===== src/hw/rtl/u8vd_pkg.sv =====
// Shared types and constants for the UTF-8 validating decoder.
// Used by the channel interfaces, the controller, the datapath and the top level.
package u8vd_pkg;

	localparam int unsigned BYTE_W  = 8;
	localparam int unsigned CP_W    = 21;
	// The buffer holds up to three pending bytes plus the byte just taken.
	localparam int unsigned BUF_N   = 4;
	localparam int unsigned CNT_W   = 3;

	localparam logic [CP_W-1:0] CP_MIN_2  = 21'h000080;
	localparam logic [CP_W-1:0] CP_MIN_3  = 21'h000800;
	localparam logic [CP_W-1:0] CP_MIN_4  = 21'h010000;
	localparam logic [CP_W-1:0] CP_MAX    = 21'h10FFFF;
	localparam logic [CP_W-1:0] SURR_LO   = 21'h00D800;
	localparam logic [CP_W-1:0] SURR_HI   = 21'h00DFFF;

	localparam logic STATUS_VALID   = 1'b0;
	localparam logic STATUS_INVALID = 1'b1;

	typedef enum logic {
		ST_IDLE,
		ST_SCAN
	} state_t;

	// Controller to datapath.
	typedef struct packed {
		logic load;     // take the offered byte into the buffer
		logic consume;  // emit the decoded result and drop its bytes
	} cmd_t;

	// Datapath to controller.
	typedef struct packed {
		logic empty;      // no bytes buffered
		logic wait_more;  // head sequence incomplete and stream not ended
		logic out_free;   // output register can take a result this cycle
	} stat_t;

endpackage


===== src/hw/rtl/u8vd_byte_if.sv =====
// Input channel of the UTF-8 decoder: one stream byte per item.
// Depends on u8vd_pkg for the byte width.
interface u8vd_byte_if;
	logic                        valid;
	logic                        ready;
	logic [u8vd_pkg::BYTE_W-1:0] data_byte;
	logic                        final_byte;

	modport source (output valid, output data_byte, output final_byte, input ready);
	modport sink (input valid, input data_byte, input final_byte, output ready);
endinterface


===== src/hw/rtl/u8vd_cp_if.sv =====
// Output channel of the UTF-8 decoder: one decoded code point per item.
// Depends on u8vd_pkg for the code point width.
interface u8vd_cp_if;
	logic                      valid;
	logic                      ready;
	logic [u8vd_pkg::CP_W-1:0] code_point;
	logic                      status;
	logic                      stream_end;

	modport source (output valid, output code_point, output status, output stream_end,
		input ready);
	modport sink (input valid, input code_point, input status, input stream_end,
		output ready);
endinterface


===== src/hw/rtl/u8vd_ctrl.sv =====
// Controller of the UTF-8 decoder: accepts bytes and steps the scan of the buffer.
// Depends on u8vd_pkg and u8vd_byte_if.
module u8vd_ctrl (
	input  logic                clk,
	input  logic                arst_n,
	u8vd_byte_if.sink           byte_ch,
	input  u8vd_pkg::stat_t     stat,
	output u8vd_pkg::cmd_t      cmd
);

	u8vd_pkg::state_t state_q;
	u8vd_pkg::state_t state_d;

	always_ff @(posedge clk or negedge arst_n) begin
		if (!arst_n) begin
			state_q <= u8vd_pkg::ST_IDLE;
		end else begin
			state_q <= state_d;
		end
	end

	always_comb begin
		state_d = state_q;
		unique case (state_q)
			u8vd_pkg::ST_IDLE: begin
				if (byte_ch.valid) begin
					state_d = u8vd_pkg::ST_SCAN;
				end
			end
			u8vd_pkg::ST_SCAN: begin
				if (stat.empty || stat.wait_more) begin
					state_d = u8vd_pkg::ST_IDLE;
				end
			end
			default: state_d = u8vd_pkg::ST_IDLE;
		endcase
	end

	always_comb begin
		byte_ch.ready = 1'b0;
		cmd.load      = 1'b0;
		cmd.consume   = 1'b0;
		unique case (state_q)
			u8vd_pkg::ST_IDLE: begin
				byte_ch.ready = 1'b1;
				cmd.load      = byte_ch.valid;
			end
			u8vd_pkg::ST_SCAN: begin
				// One sequence leaves the buffer per cycle, when the output has room.
				cmd.consume = !stat.empty && !stat.wait_more && stat.out_free;
			end
			default: begin
				cmd.load = 1'b0;
			end
		endcase
	end

endmodule


===== src/hw/rtl/u8vd_datapath.sv =====
// Datapath of the UTF-8 decoder: byte buffer, head-sequence decode and output register.
// Depends on u8vd_pkg and u8vd_cp_if.
module u8vd_datapath (
	input  logic                        clk,
	input  logic                        arst_n,
	input  logic [u8vd_pkg::BYTE_W-1:0] data_byte,
	input  logic                        final_byte,
	input  u8vd_pkg::cmd_t              cmd,
	output u8vd_pkg::stat_t             stat,
	u8vd_cp_if.source                   cp_ch
);

	logic [u8vd_pkg::BUF_N-1:0][u8vd_pkg::BYTE_W-1:0] buf_q;
	logic [u8vd_pkg::BUF_N-1:0][u8vd_pkg::BYTE_W-1:0] buf_shifted;
	logic [u8vd_pkg::CNT_W-1:0]  cnt_q;
	logic                        last_q;

	logic                        out_valid_q;
	logic [u8vd_pkg::CP_W-1:0]   out_cp_q;
	logic                        out_status_q;
	logic                        out_end_q;

	logic [u8vd_pkg::BYTE_W-1:0] lead;
	logic [u8vd_pkg::CNT_W-1:0]  seq_len;
	logic                        is_ascii;
	logic                        lead_bad;
	logic                        avail;
	logic                        cont_ok;
	logic                        range_bad;
	logic [u8vd_pkg::CP_W-1:0]   cp_seq;
	logic [u8vd_pkg::CP_W-1:0]   res_cp;
	logic                        res_bad;
	logic [u8vd_pkg::CNT_W-1:0]  adv;

	assign lead = buf_q[0];

	always_comb begin
		is_ascii = 1'b0;
		lead_bad = 1'b0;
		seq_len  = 3'd1;
		if (lead[7] == 1'b0) begin
			is_ascii = 1'b1;
		end else if (lead[7:5] == 3'b110) begin
			seq_len = 3'd2;
		end else if (lead[7:4] == 4'b1110) begin
			seq_len = 3'd3;
		end else if (lead[7:3] == 5'b11110) begin
			seq_len = 3'd4;
		end else begin
			lead_bad = 1'b1;
		end
	end

	assign avail = (cnt_q >= seq_len);

	always_comb begin
		cont_ok = 1'b1;
		for (int i = 1; i < u8vd_pkg::BUF_N; i++) begin
			if ((i < int'(seq_len)) && (buf_q[i][7:6] != 2'b10)) begin
				cont_ok = 1'b0;
			end
		end
	end

	always_comb begin
		cp_seq    = '0;
		range_bad = 1'b0;
		case (seq_len)
			3'd2: begin
				cp_seq    = {10'd0, lead[4:0], buf_q[1][5:0]};
				range_bad = (cp_seq < u8vd_pkg::CP_MIN_2);
			end
			3'd3: begin
				cp_seq    = {5'd0, lead[3:0], buf_q[1][5:0], buf_q[2][5:0]};
				range_bad = (cp_seq < u8vd_pkg::CP_MIN_3)
					|| ((cp_seq >= u8vd_pkg::SURR_LO) && (cp_seq <= u8vd_pkg::SURR_HI));
			end
			3'd4: begin
				cp_seq    = {lead[2:0], buf_q[1][5:0], buf_q[2][5:0], buf_q[3][5:0]};
				range_bad = (cp_seq < u8vd_pkg::CP_MIN_4) || (cp_seq > u8vd_pkg::CP_MAX);
			end
			default: begin
				cp_seq    = '0;
				range_bad = 1'b0;
			end
		endcase
	end

	// An invalid sequence of any kind drops only its lead byte.
	always_comb begin
		res_cp  = '0;
		res_bad = u8vd_pkg::STATUS_INVALID;
		adv     = 3'd1;
		if (is_ascii) begin
			res_cp  = {13'd0, lead};
			res_bad = u8vd_pkg::STATUS_VALID;
		end else if (!lead_bad && avail && cont_ok && !range_bad) begin
			res_cp  = cp_seq;
			res_bad = u8vd_pkg::STATUS_VALID;
			adv     = seq_len;
		end
	end

	assign buf_shifted = buf_q >> {adv, 3'b000};

	assign stat.empty     = (cnt_q == '0);
	assign stat.wait_more = (cnt_q != '0) && !avail && !last_q;
	assign stat.out_free  = !out_valid_q || cp_ch.ready;

	always_ff @(posedge clk or negedge arst_n) begin
		if (!arst_n) begin
			cnt_q  <= '0;
			last_q <= 1'b0;
		end else if (cmd.load) begin
			cnt_q  <= cnt_q + 3'd1;
			last_q <= final_byte;
		end else if (cmd.consume) begin
			cnt_q  <= cnt_q - adv;
		end
	end

	always_ff @(posedge clk) begin
		if (cmd.load) begin
			buf_q[cnt_q[1:0]] <= data_byte;
		end else if (cmd.consume) begin
			buf_q <= buf_shifted;
		end
	end

	always_ff @(posedge clk or negedge arst_n) begin
		if (!arst_n) begin
			out_valid_q <= 1'b0;
		end else if (cmd.consume) begin
			out_valid_q <= 1'b1;
		end else if (cp_ch.ready) begin
			out_valid_q <= 1'b0;
		end
	end

	always_ff @(posedge clk) begin
		if (cmd.consume) begin
			out_cp_q     <= res_cp;
			out_status_q <= res_bad;
			// The final byte drains everything, so the result that empties the buffer is last.
			out_end_q    <= last_q && (cnt_q == adv);
		end
	end

	assign cp_ch.valid      = out_valid_q;
	assign cp_ch.code_point = out_cp_q;
	assign cp_ch.status     = out_status_q;
	assign cp_ch.stream_end = out_end_q;

endmodule


===== src/hw/rtl/utf8_validating_decoder_core.sv =====
// Strict UTF-8 decoder: one byte in per item, zero to four code points out per byte.
// A byte is taken while the controller is idle; a single decode slice then resolves
// one sequence per cycle at the head of a four-byte buffer while the output has room,
// and no new byte is taken until no decodable sequence is left. Invalid sequences
// give status 1 with code point 0 and skip only their lead byte; the final byte
// drains all pending bytes and its last result carries stream_end. Depends on
// u8vd_pkg, u8vd_byte_if, u8vd_cp_if, u8vd_ctrl and u8vd_datapath.
module utf8_validating_decoder_core (
	input  logic        clk,
	input  logic        arst_n,
	u8vd_byte_if.sink   byte_ch,
	u8vd_cp_if.source   cp_ch
);

	u8vd_pkg::cmd_t  cmd;
	u8vd_pkg::stat_t stat;

	u8vd_ctrl u_ctrl (
		.clk     (clk),
		.arst_n  (arst_n),
		.byte_ch (byte_ch),
		.stat    (stat),
		.cmd     (cmd)
	);

	u8vd_datapath u_datapath (
		.clk        (clk),
		.arst_n     (arst_n),
		.data_byte  (byte_ch.data_byte),
		.final_byte (byte_ch.final_byte),
		.cmd        (cmd),
		.stat       (stat),
		.cp_ch      (cp_ch)
	);

	// While waiting for a byte, the buffer is empty or holds only an incomplete sequence.
	a_idle_settled: assert property (@(posedge clk) disable iff (!arst_n)
		byte_ch.ready |-> (stat.empty || stat.wait_more))
		else $error("decoder idle with a decodable sequence buffered");

	// A result is produced only when the output register can take it.
	a_consume_room: assert property (@(posedge clk) disable iff (!arst_n)
		cmd.consume |-> (stat.out_free && !cmd.load))
		else $error("result produced without output room");

	// Invalid results carry a zero code point.
	a_invalid_zero: assert property (@(posedge clk) disable iff (!arst_n)
		(cp_ch.valid && cp_ch.status) |-> (cp_ch.code_point == '0))
		else $error("invalid result with nonzero code point");

endmodule


===== src/flat_wrapper.sv =====
// flat-port wrapper written by rule: the top's interface ports become plain ports
module utf8_validating_decoder_core_flat 
  (clk, arst_n, byte_ch_valid, byte_ch_data_byte, byte_ch_final_byte, byte_ch_ready, cp_ch_valid, cp_ch_code_point, cp_ch_status, cp_ch_stream_end, cp_ch_ready);
  u8vd_byte_if byte_ch_i ();
  u8vd_cp_if cp_ch_i ();
  input  logic clk;
  input  logic arst_n;
  input wire logic [$bits(byte_ch_i.valid)-1:0] byte_ch_valid;
  input wire logic [$bits(byte_ch_i.data_byte)-1:0] byte_ch_data_byte;
  input wire logic [$bits(byte_ch_i.final_byte)-1:0] byte_ch_final_byte;
  output wire logic [$bits(byte_ch_i.ready)-1:0] byte_ch_ready;
  output wire logic [$bits(cp_ch_i.valid)-1:0] cp_ch_valid;
  output wire logic [$bits(cp_ch_i.code_point)-1:0] cp_ch_code_point;
  output wire logic [$bits(cp_ch_i.status)-1:0] cp_ch_status;
  output wire logic [$bits(cp_ch_i.stream_end)-1:0] cp_ch_stream_end;
  input wire logic [$bits(cp_ch_i.ready)-1:0] cp_ch_ready;
  assign byte_ch_i.valid = byte_ch_valid;
  assign byte_ch_i.data_byte = byte_ch_data_byte;
  assign byte_ch_i.final_byte = byte_ch_final_byte;
  assign byte_ch_ready = byte_ch_i.ready;
  assign cp_ch_valid = cp_ch_i.valid;
  assign cp_ch_code_point = cp_ch_i.code_point;
  assign cp_ch_status = cp_ch_i.status;
  assign cp_ch_stream_end = cp_ch_i.stream_end;
  assign cp_ch_i.ready = cp_ch_ready;
  utf8_validating_decoder_core u_core (.clk(clk), .arst_n(arst_n), .byte_ch(byte_ch_i), .cp_ch(cp_ch_i));
endmodule

===== config.mk =====
export PLATFORM = sky130hd
export DESIGN_NAME = utf8_validating_decoder_core_flat
export DESIGN_NICKNAME = d
export VERILOG_FILES = /design/src/hw/rtl/u8vd_pkg.sv /design/src/hw/rtl/u8vd_byte_if.sv /design/src/hw/rtl/u8vd_cp_if.sv /design/src/hw/rtl/u8vd_ctrl.sv /design/src/hw/rtl/u8vd_datapath.sv /design/src/hw/rtl/utf8_validating_decoder_core.sv /design/src/flat_wrapper.sv
export SDC_FILE = /design/constraint.sdc
export NUM_CORES = 1
export LEC_CHECK = 0
export ABC_AREA = 1
export BUFFER_PORTS_ARGS = -buffer_cell sky130_fd_sc_hd__buf_2
export CAP_MARGIN = 20
export CORE_MARGIN = 2
export CORE_UTILIZATION = 35
export CTS_BUF_LIST = sky130_fd_sc_hd__clkbuf_8
export DETAILED_ROUTE_END_ITERATION = 10
export HOLD_SLACK_MARGIN = 0.06
export SYNTH_ARGS = -nofsm -noshare
export SYNTH_HDL_FRONTEND = slang
export SYNTH_SLANG_ARGS = --single-unit

===== constraint.sdc =====
create_clock -name clk -period 3.75 [get_ports clk]
set_input_delay 0.375 -clock clk [delete_from_list [all_inputs] [get_ports clk]]
set_output_delay 0.375 -clock clk [all_outputs]
set_load 0.02 [all_outputs]

==> run_results.csv <==
group,metric,value,unit
power,finalPower,4160,uW
route,drt-vias-per-instance,4.99,
clocking,clk_pin_slew,70,ps
timing,drv_slew,0,
yosys,synth_ff_type,"edfxtp_1",
timing,rsz0062_at_grt,"false",
clocking,h-tree-depth,3,
clocking,numCtsBuffers,9,
yosys,async_flop_share,0.0984,
worst_setup_path,worst_ep_required_time,3980,ps
timing,fin_skew,9.36,ps
min_path,whs_path_depth,2,
floorplanning,die-area,11000,sq um
yosys,yosysUniqueCellTypes,35,
timing,setup_viol,0,
yosys,yosys.area.top_type,"edfxtp_1",
min_path,min_path_type,"in2reg",
floorplanning,initial_core_util,0.363,
worst_setup_path,endpoint_kind,"register",
yosys,ys_top_cells_by_area,"edfxtp_1, nand2_1, dfrtp_1",
worst_setup_path,cp_max_fo,17,
clocking,clock_path_buffers,2,
run_status,status,"completed",
route,drt-total-wl,8570,microns
timing,max_slew_margin,0.491,
placed_design,place_area,3850,sq um
clocking,cts_setup_buffers,0,
grt,grt_pass1_wl,14400,microns
yosys,synth.ff_latch_count,61,
power,p_per_area,1020,nW/um^2
floorplanning,core,9820,sq um
yosys,yosys-top-cells-count,"nand2_1, edfxtp_1, inv_1",
grt,antenna_found_initial,0,
clocking,cts_tree,"built",
route,drt_pre_antenna_iters,4,
timing,clock.fmax,0.298,GHz
worst_setup_path,cp-start-kind,"register",
grt,grt_max_degree,24,
yosys,synth_top_area_frac,0.463,
yosys,synth_fp_nets,415,
route,ant_nets,0,
yosys,syn_area_per_cell,9.09,sq um
final_layout,layout.nets,455,
final_layout,regArea,1800,sq um
worst_setup_path,cp_slowest_cell,"edfxtp_1",
route,drtIter0Drc,236,
yosys,synthesis.area,3560,sq um
clocking,cts_root_buf,"clkbuf_8",
floorplanning,rows,36,
worst_setup_path,worst_path_most_repeated_cell,"nand3_1",
worst_setup_path,crit_type,"reg2reg",
route,wl_per_cell,15.0,microns
final_layout,multi_input_area,1490,sq um
worst_setup_path,path_cells,"nand3_2 > clkinv_1 > nor2_2 > ha_1 > nand3_1 > nand3_1 > nand2_1 > nor2_8 > nand2_8 > inv_4 > nand2_4 > ha_1 > fa_1 > inv_1 > nand3_1 > nand3_1 > a21oi_1",
placed_design,portBuffers,37,
grt,grt_usage,0.167,
timing,tns,0,ps
placed_design,place_congestion,0.905,
floorplanning,die_h,105,microns
worst_setup_path,reg2regPathDepth,17,
worst_setup_path,crit_arrival,3580,ps
final_layout,antenna_cells,0,
clocking,worstSkewPairLatency,340,ps
floorplanning,die_w,105,microns
yosys,ys_seq_area_frac,0.506,
timing,tightest_slew,764,ps
route,vias,2847,
yosys,synthCells,392,
power,p_leak,0.00169,uW
grt,grt-ovfl-total,0,
power,peakVddDrop,0.263,mV
final_layout,final_util,0.413,
run,cap_violations,0,
clocking,cts.sinks,61,
timing,fin_crit,3350,ps
worst_setup_path,critical-path-max-stage-delay,560,ps
yosys,synth_edf_count,55,
route,drc,0,
yosys,yosys_warnings,0,
final_layout,n_fill_cell,995,
placed_design,dp_hpwl,6540,microns
grt,grt_pass1_vias,2798,
final_layout,syn2layout_area_growth,13.9,%
final_layout,drive_gt1_frac,0.213,
timing,final_hold_viol_count,0,
timing,period_share,0.893,
final_layout,design_area,4060,sq um
floorplanning,io_pins,38,
yosys,yosysMostFrequentCell,"nand2_1",
cells in the final DEF, fill, tap and decap left out, types with 2 or more instances in the layout:
cell type   count
nand2_1        93
edfxtp_1       55
buf_2          37
inv_1          36
nor2_1         32
nand3_1        30
o21ai_1        22
a21oi_1        14
o21ai_0        10
o22ai_1        10
ha_1            9
clkbuf_8        9
inv_2           8
nand2_2         6
o31ai_1         6
dfrtp_1         6
a221oi_1        5
nand2_4         4
a31oi_1         4
nor3_1          4
buf_4           4
nand3_2         3
nor2_8          3
nor2_4          3
o21ai_2         3
clkinv_1        3
clkinvlp_4      3
nor2_2          2
nand4_1         2
inv_6           2
layout make-up:
type,instances,share of cell area
Multi-Input combinational cell,271,0.367
Timing Repair Buffer,42,0.0555
Clock buffer,9,0.0305
Sequential cell,61,0.444
Inverter,47,0.0441
Tap cell,133,0.0410
Clock inverter,7,0.0182
layer usage:
metal,vias up,GRT usage,share of wire
met5,-,0,0
li1,1425,-,-
met2,87,0.268,0.47
met1,1323,0.225,0.46
met4,0,0.0571,0.020
met3,12,0.0331,0.053
power breakdown:
group | total, uW | switching (uW) | internal (uW)
logic | 2000 | 1400 | 604
registers | 1560 | 274 | 1280
clock network | 598 | 289 | 309
total | 4160 | 1960 | 2200
registers in the layout (all words and copies together), names as in the netlist:
name / flops
u_core.u_datapath.cnt_q: 3
u_core.u_datapath.lead: 8
u_core.u_datapath.cp_ch.valid: 1
u_core.u_datapath.buf_q: 24
u_core.u_ctrl.state_q: 1
u_core.u_datapath.cp_ch.status: 1
u_core.u_datapath.last_q: 1
u_core.u_datapath.cp_ch.stream_end: 1
u_core.u_datapath.cp_ch.code_point: 21
critical path, delay by kind of cell, from the launching register on:
family                     cells  cell delay (ps)
adders and majority gates      3              780
buffers and inverters          3              480
DFF                            1              560
and+or+nand+nor               10             1320
AOI/OAI and AO/OA              1               80
cells by family after synthesis:
family,count (synthesis),share of synthesized area
AOI/OAI and AO/OA,75,0.124
adders and majority gates,10,0.0372
buffers and inverters,60,0.0772
DFF,61,0.506
and+or+nand+nor,186,0.256
per-stage QoR:
stage / hold WS, ps / worst slack (ps) / instances
floorplan: 79.4 / 184 / 392
global placement: 204 / 475 / 553
detailed placement: 207 / 417 / 553
CTS: 208 / 402 / 570
global route: 246 / 84.9 / 570
finish: 223 / 400 / 570
final timing paths:
| check | to | slack [ps] | startpoint |
|---|---|---|---|
| max reg2reg | u_core.u_datapath.cnt_q[2] | 400 | u_core.u_datapath.lead[7] |
| max in group asynchronous | u_core.u_datapath.cp_ch.valid | 3220 | arst_n |
| min in group asynchronous | u_core.u_datapath.cnt_q[0] | 390 | arst_n |
| min | u_core.u_datapath.cp_ch.valid | 220 | cp_ch_ready |
| min reg2reg | u_core.u_datapath.last_q | 540 | u_core.u_datapath.last_q |
| max | u_core.u_datapath.cnt_q[2] | 400 | u_core.u_datapath.lead[7] |
timing repair:
action | in CTS | in global routing
hold endpoints to repair | 6 | 0
resized for setup | 0 | 0
hold buffers | 1 | 0
Power figures use the tool's default switching activity.
